**src/design/assert_macros.svh**
```systemverilog
// Assertion macros used by the top-level design file.
`ifndef ASSERT_MACROS_SVH
`define ASSERT_MACROS_SVH

// Checks a property on every rising clock edge outside reset.
`define NVGFE_ASSERT(name, prop, msg) \
	name: assert property (@(posedge clk) disable iff (!arst_n) prop) else $error(msg);

// Checks that an expression is never true outside reset.
`define NVGFE_ASSERT_NEVER(name, expr, msg) \
	name: assert property (@(posedge clk) disable iff (!arst_n) !(expr)) else $error(msg);

`endif

```
**src/design/nvgfe_pkg.sv**
```systemverilog
// Types, character codes and constants of the NMEA VTG/GGA field extractor.
package nvgfe_pkg;

	localparam int VALUE_W = 27;
	localparam int APB_ADDR_W = 3;
	localparam logic [VALUE_W-1:0] VALUE_MAX = 27'd99999999;

	localparam logic [7:0] CH_DOLLAR = 8'h24;
	localparam logic [7:0] CH_V = 8'h56;
	localparam logic [7:0] CH_T = 8'h54;
	localparam logic [7:0] CH_G = 8'h47;
	localparam logic [7:0] CH_A = 8'h41;
	localparam logic [7:0] CH_COMMA = 8'h2C;
	localparam logic [7:0] CH_POINT = 8'h2E;
	localparam logic [7:0] CH_ZERO = 8'h30;
	localparam logic [7:0] CH_NINE = 8'h39;

	// Register index taken from the word address bit of the APB port.
	localparam logic REG_SPEED_THRESHOLD = 1'b0;

	typedef enum logic [1:0] {
		KIND_SPEED = 2'd0,
		KIND_COURSE = 2'd1,
		KIND_UTC = 2'd2
	} field_kind_t;

	typedef enum logic [3:0] {
		SP_DOLLAR = 4'd0,
		SP_G = 4'd1,
		SP_ANY = 4'd2,
		SP_L3 = 4'd3,
		SP_L4 = 4'd4,
		SP_L5 = 4'd5,
		SP_SKIP1 = 4'd6,
		SP_SKIP2 = 4'd7,
		SP_SKIP3 = 4'd8,
		SP_SKIP4 = 4'd9,
		SP_OPEN = 4'd10,
		SP_FIELD = 4'd11
	} speed_phase_t;

	typedef enum logic [2:0] {
		HP_DOLLAR = 3'd0,
		HP_G = 3'd1,
		HP_ANY = 3'd2,
		HP_L3 = 3'd3,
		HP_L4 = 3'd4,
		HP_L5 = 3'd5,
		HP_OPEN = 3'd6,
		HP_FIELD = 3'd7
	} hdr_phase_t;

	typedef struct packed {
		logic clear;
		logic take;
	} cap_ctrl_t;

	// Header matching for the course and time recognizers: "$", "G", any, three letters.
	function automatic hdr_phase_t hdr_step(input hdr_phase_t ph, input logic [7:0] c,
			input logic [7:0] l3, input logic [7:0] l4, input logic [7:0] l5);
		hdr_phase_t nx;
		nx = HP_DOLLAR;
		case (ph)
			HP_DOLLAR: nx = (c == CH_DOLLAR) ? HP_G : HP_DOLLAR;
			HP_G: nx = (c == CH_G) ? HP_ANY : HP_DOLLAR;
			HP_ANY: nx = HP_L3;
			HP_L3: nx = (c == l3) ? HP_L4 : HP_DOLLAR;
			HP_L4: nx = (c == l4) ? HP_L5 : HP_DOLLAR;
			HP_L5: nx = (c == l5) ? HP_OPEN : HP_DOLLAR;
			default: nx = HP_DOLLAR;
		endcase
		return nx;
	endfunction

endpackage

```
**src/design/nvgfe_byte_if.sv**
```systemverilog
// Valid/ready channel that carries one NMEA character per item.
interface nvgfe_byte_if;
	logic valid;
	logic ready;
	logic [7:0] nmea_byte;

	modport source(output valid, output nmea_byte, input ready);
	modport sink(input valid, input nmea_byte, output ready);
endinterface

```
**src/design/nvgfe_field_if.sv**
```systemverilog
// Valid/ready channel that carries one extracted field per item.
interface nvgfe_field_if;
	import nvgfe_pkg::*;

	logic valid;
	logic ready;
	logic [1:0] field_kind;
	logic [VALUE_W-1:0] field_value;
	logic malformed;

	modport source(output valid, output field_kind, output field_value, output malformed,
		input ready);
	modport sink(input valid, input field_kind, input field_value, input malformed,
		output ready);
endinterface

```
**src/design/nmea_vtg_gga_field_extractor.sv**
```systemverilog
// Top level of the NMEA VTG/GGA field extractor with its APB threshold register.
// Throughput: one character per cycle; the input stage stalls only while a result waits.
// Each character passes an input register, the recognizer and capture update, then the
// result register. Reset (arst_n low) clears all recognizers, captures, last speed and
// the speed threshold.
module nmea_vtg_gga_field_extractor #(
	parameter int FIELD_CHARS = 16
) (
	input logic clk,
	input logic arst_n,
	nvgfe_byte_if.sink nmea,
	nvgfe_field_if.source field,
	input logic psel,
	input logic penable,
	input logic pwrite,
	input logic [nvgfe_pkg::APB_ADDR_W-1:0] paddr,
	input logic [31:0] pwdata,
	output logic [31:0] prdata,
	output logic pready
);
	import nvgfe_pkg::*;

`include "assert_macros.svh"

	logic [7:0] byte_s1;
	logic valid_s1;
	logic adv;

	logic [VALUE_W-1:0] thr_q;
	logic [VALUE_W-1:0] last_speed_q;

	speed_phase_t sp_q, sp_d;
	hdr_phase_t cp_q, cp_d;
	hdr_phase_t tp_q, tp_d;

	cap_ctrl_t sp_ctrl, cp_ctrl, tp_ctrl;
	logic [VALUE_W-1:0] cap_value [3];
	logic cap_bad [3];
	logic sp_done, cp_done, tp_done;
	logic [2:0] done;

	logic out_valid_q;
	field_kind_t out_kind_q;
	logic [VALUE_W-1:0] out_value_q;
	logic out_bad_q;

	logic [VALUE_W-1:0] res_value;
	field_kind_t res_kind;
	logic res_bad;

	assign pready = 1'b1;
	assign prdata = (paddr[2] == REG_SPEED_THRESHOLD) ? 32'(thr_q) : 32'd0;

	always_ff @(posedge clk or negedge arst_n) begin
		if (!arst_n) begin
			thr_q <= '0;
		end else if (psel && penable && pwrite && (paddr[2] == REG_SPEED_THRESHOLD)) begin
			thr_q <= pwdata[VALUE_W-1:0];
		end
	end

	assign adv = valid_s1 && (!out_valid_q || field.ready);
	assign nmea.ready = !valid_s1 || adv;

	always_ff @(posedge clk or negedge arst_n) begin
		if (!arst_n) begin
			valid_s1 <= 1'b0;
		end else if (nmea.ready) begin
			valid_s1 <= nmea.valid;
		end
	end

	always_ff @(posedge clk) begin
		if (nmea.ready && nmea.valid) begin
			byte_s1 <= nmea.nmea_byte;
		end
	end

	always_ff @(posedge clk or negedge arst_n) begin
		if (!arst_n) begin
			sp_q <= SP_DOLLAR;
			cp_q <= HP_DOLLAR;
			tp_q <= HP_DOLLAR;
		end else if (adv) begin
			sp_q <= sp_d;
			cp_q <= cp_d;
			tp_q <= tp_d;
		end
	end

	assign done = {tp_done, cp_done, sp_done};

	always_comb begin
		sp_d = SP_DOLLAR;
		sp_ctrl = '0;
		sp_done = 1'b0;
		case (sp_q)
			SP_DOLLAR: sp_d = (byte_s1 == CH_DOLLAR) ? SP_G : SP_DOLLAR;
			SP_G: sp_d = (byte_s1 == CH_G) ? SP_ANY : SP_DOLLAR;
			SP_ANY: sp_d = SP_L3;
			SP_L3: sp_d = (byte_s1 == CH_V) ? SP_L4 : SP_DOLLAR;
			SP_L4: sp_d = (byte_s1 == CH_T) ? SP_L5 : SP_DOLLAR;
			SP_L5: sp_d = (byte_s1 == CH_G) ? SP_SKIP1 : SP_DOLLAR;
			SP_SKIP1: sp_d = (byte_s1 == CH_COMMA) ? SP_SKIP2 : SP_SKIP1;
			SP_SKIP2: sp_d = (byte_s1 == CH_COMMA) ? SP_SKIP3 : SP_SKIP2;
			SP_SKIP3: sp_d = (byte_s1 == CH_COMMA) ? SP_SKIP4 : SP_SKIP3;
			SP_SKIP4: sp_d = (byte_s1 == CH_COMMA) ? SP_OPEN : SP_SKIP4;
			SP_OPEN: begin
				sp_d = (byte_s1 == CH_COMMA) ? SP_FIELD : SP_OPEN;
				sp_ctrl.clear = adv && (byte_s1 == CH_COMMA);
			end
			SP_FIELD: begin
				if (byte_s1 == CH_COMMA) begin
					sp_d = SP_DOLLAR;
					sp_done = 1'b1;
				end else begin
					sp_d = SP_FIELD;
					sp_ctrl.take = adv;
				end
			end
			default: sp_d = SP_DOLLAR;
		endcase
	end

	always_comb begin
		cp_d = HP_DOLLAR;
		cp_ctrl = '0;
		cp_done = 1'b0;
		case (cp_q)
			HP_OPEN: begin
				cp_d = (byte_s1 == CH_COMMA) ? HP_FIELD : HP_OPEN;
				cp_ctrl.clear = adv && (byte_s1 == CH_COMMA);
			end
			HP_FIELD: begin
				if (byte_s1 == CH_COMMA) begin
					cp_d = HP_DOLLAR;
					cp_done = 1'b1;
				end else begin
					cp_d = HP_FIELD;
					cp_ctrl.take = adv;
				end
			end
			default: cp_d = hdr_step(cp_q, byte_s1, CH_V, CH_T, CH_G);
		endcase
	end

	always_comb begin
		tp_d = HP_DOLLAR;
		tp_ctrl = '0;
		tp_done = 1'b0;
		case (tp_q)
			HP_OPEN: begin
				tp_d = (byte_s1 == CH_COMMA) ? HP_FIELD : HP_OPEN;
				tp_ctrl.clear = adv && (byte_s1 == CH_COMMA);
			end
			HP_FIELD: begin
				if ((byte_s1 == CH_COMMA) || (byte_s1 == CH_POINT)) begin
					tp_d = HP_DOLLAR;
					tp_done = 1'b1;
				end else begin
					tp_d = HP_FIELD;
					tp_ctrl.take = adv;
				end
			end
			default: tp_d = hdr_step(tp_q, byte_s1, CH_G, CH_G, CH_A);
		endcase
	end

	nvgfe_capture #(.FIELD_CHARS(FIELD_CHARS)) u_cap_speed (
		.clk(clk), .arst_n(arst_n), .ctrl(sp_ctrl), .milli(1'b1), .char_in(byte_s1),
		.value(cap_value[0]), .bad(cap_bad[0])
	);

	nvgfe_capture #(.FIELD_CHARS(FIELD_CHARS)) u_cap_course (
		.clk(clk), .arst_n(arst_n), .ctrl(cp_ctrl), .milli(1'b1), .char_in(byte_s1),
		.value(cap_value[1]), .bad(cap_bad[1])
	);

	nvgfe_capture #(.FIELD_CHARS(FIELD_CHARS)) u_cap_time (
		.clk(clk), .arst_n(arst_n), .ctrl(tp_ctrl), .milli(1'b0), .char_in(byte_s1),
		.value(cap_value[2]), .bad(cap_bad[2])
	);

	// Speed wins over course, course over time, when fields close on the same character.
	always_comb begin
		if (done[0]) begin
			res_kind = KIND_SPEED;
			res_value = (cap_value[0] < thr_q) ? '0 : cap_value[0];
			res_bad = cap_bad[0];
		end else if (done[1]) begin
			res_kind = KIND_COURSE;
			res_value = (last_speed_q < thr_q) ? '0 : cap_value[1];
			res_bad = cap_bad[1];
		end else begin
			res_kind = KIND_UTC;
			res_value = cap_value[2];
			res_bad = cap_bad[2];
		end
	end

	always_ff @(posedge clk or negedge arst_n) begin
		if (!arst_n) begin
			last_speed_q <= '0;
		end else if (adv && done[0]) begin
			last_speed_q <= cap_value[0];
		end
	end

	always_ff @(posedge clk or negedge arst_n) begin
		if (!arst_n) begin
			out_valid_q <= 1'b0;
		end else if (adv && (done != 3'b000)) begin
			out_valid_q <= 1'b1;
		end else if (field.ready) begin
			out_valid_q <= 1'b0;
		end
	end

	always_ff @(posedge clk) begin
		if (adv && (done != 3'b000)) begin
			out_kind_q <= res_kind;
			out_value_q <= res_value;
			out_bad_q <= res_bad;
		end
	end

	assign field.valid = out_valid_q;
	assign field.field_kind = out_kind_q;
	assign field.field_value = out_value_q;
	assign field.malformed = out_bad_q;

	`NVGFE_ASSERT(a_close_gives_result, adv && (done != 3'b000) |=> out_valid_q, "no result")
	`NVGFE_ASSERT(a_last_speed, adv && done[0] |=> last_speed_q == $past(cap_value[0]), "stale speed")
	`NVGFE_ASSERT_NEVER(a_value_range, out_valid_q && (out_value_q > VALUE_MAX), "value above limit")
	`NVGFE_ASSERT(a_stall_cause, !nmea.ready |-> out_valid_q && !field.ready, "stall without result")
endmodule

```
**src/design/nvgfe_capture.sv**
```systemverilog
// Field capture lane: accumulates digits of one field with length, point and error tracking.
module nvgfe_capture #(
	parameter int FIELD_CHARS = 16
) (
	input logic clk,
	input logic arst_n,
	input nvgfe_pkg::cap_ctrl_t ctrl,
	input logic milli,
	input logic [7:0] char_in,
	output logic [nvgfe_pkg::VALUE_W-1:0] value,
	output logic bad
);
	import nvgfe_pkg::*;

	localparam int LEN_W = $clog2(FIELD_CHARS + 1);
	localparam int SUM_W = VALUE_W + 4;

	logic [VALUE_W-1:0] value_q;
	logic [LEN_W-1:0] len_q;
	logic [2:0] frac_q;
	logic bad_q;

	logic is_digit;
	logic [3:0] digit;
	logic [6:0] scale;
	logic [SUM_W-1:0] sum;
	logic upd;
	logic full;

	always_comb begin
		is_digit = (char_in >= CH_ZERO) && (char_in <= CH_NINE);
		digit = char_in[3:0];
		case (frac_q)
			3'd1: scale = 7'd100;
			3'd2: scale = 7'd10;
			default: scale = 7'd1;
		endcase
		if (!milli) begin
			sum = SUM_W'(value_q) * SUM_W'(10) + SUM_W'(digit);
		end else if (frac_q == 3'd0) begin
			sum = SUM_W'(value_q) * SUM_W'(10) + SUM_W'(digit) * SUM_W'(1000);
		end else begin
			sum = SUM_W'(value_q) + SUM_W'(digit) * SUM_W'(scale);
		end
		upd = !milli || (frac_q < 3'd4);
		full = len_q >= LEN_W'(FIELD_CHARS);
	end

	always_ff @(posedge clk or negedge arst_n) begin
		if (!arst_n) begin
			value_q <= '0;
			len_q <= '0;
			frac_q <= '0;
			bad_q <= 1'b0;
		end else if (ctrl.clear) begin
			value_q <= '0;
			len_q <= '0;
			frac_q <= '0;
			bad_q <= 1'b0;
		end else if (ctrl.take) begin
			if (full) begin
				bad_q <= 1'b1;
			end else begin
				len_q <= len_q + LEN_W'(1);
				if (is_digit) begin
					if (upd) begin
						if (sum > SUM_W'(VALUE_MAX)) begin
							value_q <= VALUE_MAX;
							bad_q <= 1'b1;
						end else begin
							value_q <= sum[VALUE_W-1:0];
						end
						if (milli && (frac_q != 3'd0)) begin
							frac_q <= frac_q + 3'd1;
						end
					end
				end else if ((char_in == CH_POINT) && milli && (frac_q == 3'd0)) begin
					frac_q <= 3'd1;
				end else begin
					bad_q <= 1'b1;
				end
			end
		end
	end

	assign value = value_q;
	assign bad = bad_q;
endmodule
```
**src/flat_wrapper.sv**
```systemverilog
// flat-port wrapper written by rule: the top's interface ports become plain ports
module nmea_vtg_gga_field_extractor_flat import nvgfe_pkg::*;
#(
	parameter int FIELD_CHARS = 16
)
  (clk, arst_n, psel, penable, pwrite, paddr, pwdata, prdata, pready, nmea_valid, nmea_nmea_byte, nmea_ready, field_valid, field_field_kind, field_field_value, field_malformed, field_ready);
  nvgfe_byte_if nmea_i ();
  nvgfe_field_if field_i ();
  input logic clk;
  input logic arst_n;
  input logic psel;
  input logic penable;
  input logic pwrite;
  input logic [nvgfe_pkg::APB_ADDR_W-1:0] paddr;
  input logic [31:0] pwdata;
  output logic [31:0] prdata;
  output logic pready;
  input wire logic [$bits(nmea_i.valid)-1:0] nmea_valid;
  input wire logic [$bits(nmea_i.nmea_byte)-1:0] nmea_nmea_byte;
  output wire logic [$bits(nmea_i.ready)-1:0] nmea_ready;
  output wire logic [$bits(field_i.valid)-1:0] field_valid;
  output wire logic [$bits(field_i.field_kind)-1:0] field_field_kind;
  output wire logic [$bits(field_i.field_value)-1:0] field_field_value;
  output wire logic [$bits(field_i.malformed)-1:0] field_malformed;
  input wire logic [$bits(field_i.ready)-1:0] field_ready;
  assign nmea_i.valid = nmea_valid;
  assign nmea_i.nmea_byte = nmea_nmea_byte;
  assign nmea_ready = nmea_i.ready;
  assign field_valid = field_i.valid;
  assign field_field_kind = field_i.field_kind;
  assign field_field_value = field_i.field_value;
  assign field_malformed = field_i.malformed;
  assign field_i.ready = field_ready;
  nmea_vtg_gga_field_extractor #(.FIELD_CHARS(FIELD_CHARS)) u_core (.clk(clk), .arst_n(arst_n), .nmea(nmea_i), .field(field_i), .psel(psel), .penable(penable), .pwrite(pwrite), .paddr(paddr), .pwdata(pwdata), .prdata(prdata), .pready(pready));
endmodule
```
**config.mk**
```make
export PLATFORM = sky130hd
export DESIGN_NAME = nmea_vtg_gga_field_extractor_flat
export DESIGN_NICKNAME = d
export VERILOG_FILES = /design/src/design/nvgfe_pkg.sv /design/src/design/nvgfe_byte_if.sv /design/src/design/nvgfe_field_if.sv /design/src/design/nmea_vtg_gga_field_extractor.sv /design/src/design/nvgfe_capture.sv /design/src/flat_wrapper.sv
export VERILOG_INCLUDE_DIRS = /design/src /design/src/design
export SDC_FILE = /design/constraint.sdc
export NUM_CORES = 1
export LEC_CHECK = 0
export ABC_AREA = 1
export BUFFER_PORTS_ARGS = -buffer_cell sky130_fd_sc_hd__buf_4
export CAP_MARGIN = 30
export CORE_UTILIZATION = 35
export DETAILED_ROUTE_END_ITERATION = 6
export PLACE_DENSITY = 0.47
export SLEW_MARGIN = 20
export SYNTH_ARGS = -nofsm -noshare
export SYNTH_HDL_FRONTEND = slang
export SYNTH_HIERARCHICAL = 1
export SYNTH_SLANG_ARGS = --single-unit
export TNS_END_PERCENT = 10
```
**constraint.sdc**
```tcl
create_clock -name clk -period 9.7 [get_ports clk]
set_input_delay 0 -clock clk [delete_from_list [all_inputs] [get_ports clk]]
set_output_delay 0 -clock clk [all_outputs]
set_load 0.02 [all_outputs]
```
# After elaboration in Yosys (flattened, before gate mapping)
# Cells that the tools add are included.
# word_totals
ff_bits	209
latchBits	0
ram_bits	0
romBits	0
n_memories	0
# classes
n_addsub	10
multipliers	6
n_div	0
n_lt_le_gt_ge	12
n_eq_ne	50
n_shift	0
mux	113
bitwise	1
reduce_logical	46
# ops
op	n
27-bit two-way mux	22
31-bit by 27-bit > comparator with 1-bit output, second input constant	3
27-bit by 3-bit multiplier with 30-bit output, second input constant	3
3-bit two-way mux	25
31-bit by 14-bit adder with 31-bit output	2
31-bit two-way mux	2
27-bit by 11-bit adder with 28-bit output	2
27-bit less-than comparator	2
4-bit case mux with 12 select lines	1
5-bit two-way mux	9
1-bit two-way mux	42
3-bit case mux with 6 select lines	2
8-bit by 7-bit equality test with 1-bit output, second input constant	4
31-bit by 4-bit adder with 31-bit output	1
7-bit case mux with 2 select lines	2
3-bit equality test, second input constant	8
8-bit by 6-bit equality test with 1-bit output, second input constant	3
4-bit by 7-bit multiplier with 11-bit output	2
3-bit by 2-bit equality test with 1-bit output, second input constant	6
2-bit nonzero test	9
4-bit by 3-bit equality test with 1-bit output, second input constant	4
4-bit equality test, second input constant	4
4-bit by 1-bit inequality test with 1-bit output, second input constant	4
4-bit AND reduction	4
other kinds (26)	72

# Depth between registers and ports, before layout
# depth
ltp_word	12
depth_mapped	42

# Hierarchy
# The synthesis kept the hierarchy.
# by_module_without_submodules
module	instances	cells_per_inst	area_each_um2	seq_area_each_um2
nvgfe_capture (u_core.u_cap_speed)	1	1600	9128.8	900.9
nvgfe_capture (u_core.u_cap_time)	1	1570	9056.2	900.9
nvgfe_capture (u_core.u_cap_course)	1	1514	8784.7	900.9
nmea_vtg_gga_field_extractor	1	775	6521.3	2792.7

# Worst setup path after synthesis
# Ideal clock, no wire load.
# synth_timing
path_type	flip-flop to flip-flop
start	register u_core.byte_s1[2]
end	register u_core.u_cap_course.value_q[15] (netlist: u_core/u_cap_course/value[15])
t_arrival_ns	5.456
required_ns	9.570
slack_ns	4.114
stages_incl_launch_ff	36
path_buffers	1
period_less_slack_ns	5.586
cell_sequence	edfxtp_1 -> fa_1 -> inv_1 -> fa_1 -> inv_1 -> ha_1 -> a21oi_1 -> nand2_1 -> a21oi_1 -> o21ai_0 -> nand2_1 -> nand2_1 -> a21oi_1 -> xnor2_1 -> ha_1 -> nand2_1 -> nor2_1 -> nand2_1 -> a21oi_1 -> nand3b_1 -> nand3_2 -> nor2_4 -> nand2_1 -> nand2_1 -> nand3_1 -> nand2_1 -> nand2_1 -> nor2_1 -> nand3_1 -> nor2_2 -> nand2_1 -> nand2_2 -> nand2_4 -> buf_6 -> o21ai_1 -> o21ai_1
# synth_via
elab_chain_cells	10
word_cells_on_any_way	25
classes_between	2 x add/sub; 2 x mul; 3 x order compare; 2 x eq/ne; 10 x mux; 6 x reduce/logical
# synth_lines
item	line	rtl
start, declared	nmea_vtg_gga_field_extractor.sv:25	logic [7:0] byte_s1;
start signal, assigned	nmea_vtg_gga_field_extractor.sv:75	byte_s1 <= nmea.nmea_byte;
4-bit by 7-bit multiplier with 11-bit output, on equally long branches	nvgfe_capture.sv:41, nvgfe_capture.sv:43	
31-bit by 14-bit adder with 31-bit output / 27-bit by 11-bit adder with 28-bit output (equally long branches)	nvgfe_capture.sv:41, nvgfe_capture.sv:43	
31-bit two-way mux	nvgfe_capture.sv:40	end else if (frac_q == 3'd0) begin
31-bit by 27-bit > comparator with 1-bit output	nvgfe_capture.sv:67	if (sum > SUM_W'(VALUE_MAX)) begin
27-bit two-way mux	nvgfe_capture.sv:67	
27-bit two-way mux	nvgfe_capture.sv:66	if (upd) begin
27-bit two-way mux	nvgfe_capture.sv:65	if (is_digit) begin
27-bit two-way mux	nvgfe_capture.sv:61	if (full) begin
27-bit two-way mux	nvgfe_capture.sv:60	end else if (ctrl.take) begin
27-bit two-way mux	nvgfe_capture.sv:55	end else if (ctrl.clear) begin
end signal, assigned	nvgfe_capture.sv:71	value_q <= sum[VALUE_W-1:0];
end, declared	nvgfe_capture.sv:18	logic [VALUE_W-1:0] value_q;
# Several ways; a longest one is shown, not always the timed one. The select of a mux whose other input is x is not followed.
# A chain may end at the register's enable or synchronous reset.

# Worst setup path after layout
# layout_timing
start	register u_core.byte_s1[1]
end	register u_core.u_cap_speed.value_q[23] (netlist: u_core/u_cap_speed/value[23])
# layout_via
elab_chain_cells	10
word_cells_on_any_way	25
classes_between	2 x add/sub; 2 x mul; 3 x order compare; 2 x eq/ne; 10 x mux; 6 x reduce/logical
# layout_lines
item	line
4-bit by 7-bit multiplier with 11-bit output, on equally long branches	nvgfe_capture.sv:41, nvgfe_capture.sv:43
31-bit by 14-bit adder with 31-bit output / 27-bit by 11-bit adder with 28-bit output (equally long branches)	nvgfe_capture.sv:41, nvgfe_capture.sv:43
31-bit two-way mux	nvgfe_capture.sv:40
31-bit by 27-bit > comparator with 1-bit output	nvgfe_capture.sv:67
27-bit two-way mux	nvgfe_capture.sv:67
27-bit two-way mux	nvgfe_capture.sv:66
27-bit two-way mux	nvgfe_capture.sv:65
27-bit two-way mux	nvgfe_capture.sv:61
27-bit two-way mux	nvgfe_capture.sv:60
27-bit two-way mux	nvgfe_capture.sv:55
end signal, assigned	nvgfe_capture.sv:71
end, declared	nvgfe_capture.sv:18
# Several ways; a longest one is shown, not always the timed one. The select of a mux whose other input is x is not followed.

==> flow_summary.json <==
{
  "status": "finished clean",
  "fin_setup_tns_ps": 0,
  "hpwl_mm": 101,
  "synth-async-reset-ratio_pct": 82.1,
  "cts.path.max_buffers": 3,
  "grt_max_degree": 65,
  "ys.flop_type": "dfrtp_1",
  "clk_pin_slew_worst_paths_ps": 60,
  "cts_root_buf": "clkbuf_16",
  "synth-warning-count": 6,
  "cp-end-kind": "flop",
  "crit_arrival_ps": 7120,
  "syn2layout_area_growth_pct": 10.6,
  "port-buffer-count": 101,
  "synth_edf_count": 38,
  "hold_viol_final": 0,
  "crit_type": "reg2reg",
  "start_kind": "flop",
  "wl_mm": 123,
  "area.sequential_mm2": 0.00550,
  "drive_gt1_share_pct": 9.41,
  "drcViolationCount": 0,
  "clockPowerShare_pct": 18.4,
  "p_seq_share_pct": 17.5,
  "worst_path_max_delay_cell": "fa_1",
  "netlist_area_mm2": 0.0335,
  "intPower_mw": 2.91,
  "ys_seq_area_share_pct": 16.4,
  "pwr-share-comb_pct": 64.1,
  "cpMostUsedCell": "nand2_1",
  "vias": 34700,
  "syn_area_per_cell_um2": 6.13,
  "p_sw_mw": 3.25,
  "rsz0062_at_grt": "false",
  "path_max_fanout": 13,
  "use_met1_pct": 36.3,
  "finalWorstSetupSlack_ps": 3020,
  "cts_sinks": 212,
  "grt.busiest_layer": "met2",
  "grt_pass1_wl_mm": 190,
  "cts_tree": "done",
  "synth_cell_types": 67,
  "critical_path.max_stage_delay_ps": 780,
  "diodes": 0,
  "p_per_area_mw_per_mm2": 166,
  "fp.dieW_um": 311,
  "grt_pass1_vias": 32900,
  "cts.repair.resized": 0,
  "grt-ovfl-total": 0,
  "rows": 113,
  "maxCapViolCount": 0,
  "clk_latency_ps": 570,
  "fin_crit_ps": 6680,
  "fill_cells": 10500,
  "final_core_util_pct": 39.0,
  "worstMarginPinSlew_ps": 1000,
  "drv_slew": 0,
  "synth-seq-cells": 212,
  "ir_drop_v": 0.000146,
  "skew_ps": 14.3,
  "met2_usage_pct": 40.3,
  "wire_per_inst_um": 17.8,
  "period_share_pct": 68.8,
  "final_cell_mix": "1666 x nand2_1, 852 x inv_1, 619 x nand3_1",
  "dp_slack_ps": 2960,
  "numCtsBuffers": 28,
  "floorplan.initialDensity_pct": 35.3,
  "post-cts-setup-buffers": 0,
  "fin_nets": 6109,
  "min_path_type": "in2async",
  "grt_util_met3_pct": 1.90,
  "fmax_mhz": 150,
  "dr.pass1.iters": 6,
  "netSwitchingFraction_pct": 52.8,
  "ant_nets": 0,
  "postSynthCellCount": 5459,
  "finalSetupViolCount": 0,
  "final_common_cell": "nand2_1",
  "htreeDepth": 1,
  "antenna_found_initial": 0,
  "dieHeight_um": 311,
  "p_leak_nw": 20.1,
  "core_area_mm2": 0.0949,
  "die-area_mm2": 0.0969,
  "max_slew_margin_pct": 32.9,
  "crit_required_ps": 10140,
  "ioPinCount": 115,
  "gp_congestion": 0.911,
  "grt_use_total_pct": 24.9,
  "viasPerCell": 5.05,
  "multi_input_area_mm2": 0.0241,
  "first_iter_violations": 2453
}
-- through the flow --
stage / total power, mW / instance area [um^2] / hold slack, ps / std cells
after floorplan: 4.04 / 33500 / -296 / 5473
after global placement: 4.99 / 35700 / 59.9 / 6794
after detailed placement: 4.99 / 35700 / 54.6 / 6794
after CTS: 6.17 / 37000 / 11.7 / 6886
after global routing: 6.80 / 37000 / 51.2 / 6886
final: 6.16 / 37000 / 6.81 / 6886
-- path summary, 6_finish.rpt --
| path | from | endpoint | slack, ps | depth (start not counted) |
|---|---|---|---|---|
| min in group clk | penable | u_core/thr_q[21]$_DFFE_PN0P_ | 120 | 5 |
| hold / removal | arst_n | u_core/u_cap_course/value[26]$_DFFE_PN0P_ | 7 | 2 |
| setup reg to reg | u_core/byte_s1[1]$_DFFE_PP_ | u_core/u_cap_speed/value[23]$_DFFE_PN0P_ | 3020 | 33 |
| setup / recovery | u_core/byte_s1[1]$_DFFE_PP_ | u_core/u_cap_speed/value[23]$_DFFE_PN0P_ | 3020 | 33 |
| hold reg to reg | u_core/u_cap_speed/len_q[3]$_DFFE_PN0P_ | u_core/u_cap_speed/len_q[3]$_DFFE_PN0P_ | 470 | 1 |
| max in group asynchronous | arst_n | u_core/tp_q[2]$_DFFE_PN0P_ | 8350 | 3 |
-- logic make-up (layout without fill, tap and decap cells) --
logic type / count (synthesis) / in the layout / share of synthesized area, %
AND/OR/NAND/NOR: 3189 / 3189 / 42.2
adder cells (fa/ha/maj): 460 / 460 / 18.8
buffers and inverters: 997 / 1145 / 11.7
XOR/XNOR: 49 / 49 / 1.28
AO/OA/AOI/OAI: 523 / 523 / 8.48
multiplexers: 27 / 27 / 1.11
other: 2 / 16 / 0.0224
flip-flops: 212 / 212 / 16.4
-- power groups by stage --
stage / Clock, mW / Combinational, mW / Sequential [mW]
floorplan: 0 / 2.99 / 1.05
global placement: 0 / 3.89 / 1.10
detailed placement: 0 / 3.89 / 1.10
CTS: 1.17 / 3.92 / 1.08
global route: 1.20 / 4.52 / 1.09
finish: 1.13 / 3.95 / 1.08
-- worst max-delay path: cells and delay by family, from the launching register on --
family                     cells  cell delay (ps)
and+or+nand+nor               16             2060
DFF                            1              730
adders and majority gates      4             1970
xor gates and xnor gates       1              270
buffers and inverters          5              390
AOI/OAI and AO/OA              7             1090
-- layout make-up --
type / instances / share of cell area [%]
clock inverter: 21 / 0.676
tap: 1265 / 4.27
inverter: 920 / 9.33
clock buffer: 31 / 1.98
timing repair buffer: 173 / 3.79
multi-input combinational: 4264 / 65.1
sequential: 212 / 14.8
-- cell usage after synthesis (6+ instances only) --
| cell type | instances | area [um^2] |
|---|---|---|
| a21oi_1 | 222 | 1110 |
| buf_6 | 13 | 146 |
| o21ai_2 | 6 | 52.6 |
| or2_2 | 15 | 93.8 |
| nor2_2 | 67 | 419 |
| nor3_1 | 58 | 290 |
| nor3_2 | 6 | 60.1 |
| nor4_1 | 8 | 50.1 |
| buf_2 | 12 | 60.1 |
| a22oi_1 | 6 | 45.0 |
| fa_1 | 72 | 1440 |
| ha_1 | 388 | 4850 |
| nand3b_1 | 11 | 82.6 |
| nand4_1 | 111 | 694 |
| o21ai_0 | 165 | 826 |
| edfxtp_1 | 38 | 1140 |
| clkinv_1 | 9 | 33.8 |
| a31oi_1 | 7 | 43.8 |
| xnor2_1 | 24 | 210 |
| nand2_4 | 13 | 146 |
| nand2_2 | 98 | 613 |
| mux2_4 | 18 | 270 |
| inv_1 | 852 | 3200 |
| a21oi_2 | 9 | 78.8 |
| inv_2 | 58 | 218 |
| nor2_1 | 462 | 1730 |
| clkbuf_1 | 29 | 109 |
| o21bai_1 | 8 | 60.1 |
| buf_1 | 8 | 30.0 |
| mux2_2 | 8 | 90.1 |
| o22ai_1 | 21 | 131 |
| nor2_4 | 22 | 248 |
| buf_4 | 12 | 90.1 |
| nand3_2 | 19 | 190 |
| a21o_1 | 6 | 45.0 |
| dfrtp_1 | 174 | 4350 |
| xor2_1 | 25 | 219 |
| nand3_1 | 619 | 3100 |
| nand2_1 | 1666 | 6250 |
| o21ai_1 | 51 | 255 |
-- routing by layer --
layer | vias up | wire length [um]
li1 | 17800 | -
met1 | 16100 | 61200
met2 | 765 | 54300
met3 | 98 | 5200
met4 | 0 | 2080
met5 | - | 0
-- state kept, by name, summed over array words and instances, names as in the netlist, 3 cells and up --
name,flops
u_core/byte_s1,8
u_core/u_cap_course/frac_q,3
u_core/u_cap_course/value,27
u_core/field.field_value,27
u_core/thr_q,27
u_core/u_cap_speed/len_q,5
u_core/u_cap_time/frac_q,3
u_core/u_cap_time/value,27
u_core/sp_q,4
u_core/last_speed_q,27
u_core/u_cap_speed/frac_q,3
u_core/u_cap_speed/value,27
u_core/tp_q,3
u_core/u_cap_time/len_q,5
u_core/cp_q,3
u_core/u_cap_course/len_q,5
-- repair_timing --
action / CTS / global route
endpoints found under the hold margin: 107 / 0
setup endpoints to repair: 0 / 0
hold buffers: 40 / 0
No activity file was read; power rests on OpenSTA's default activity.
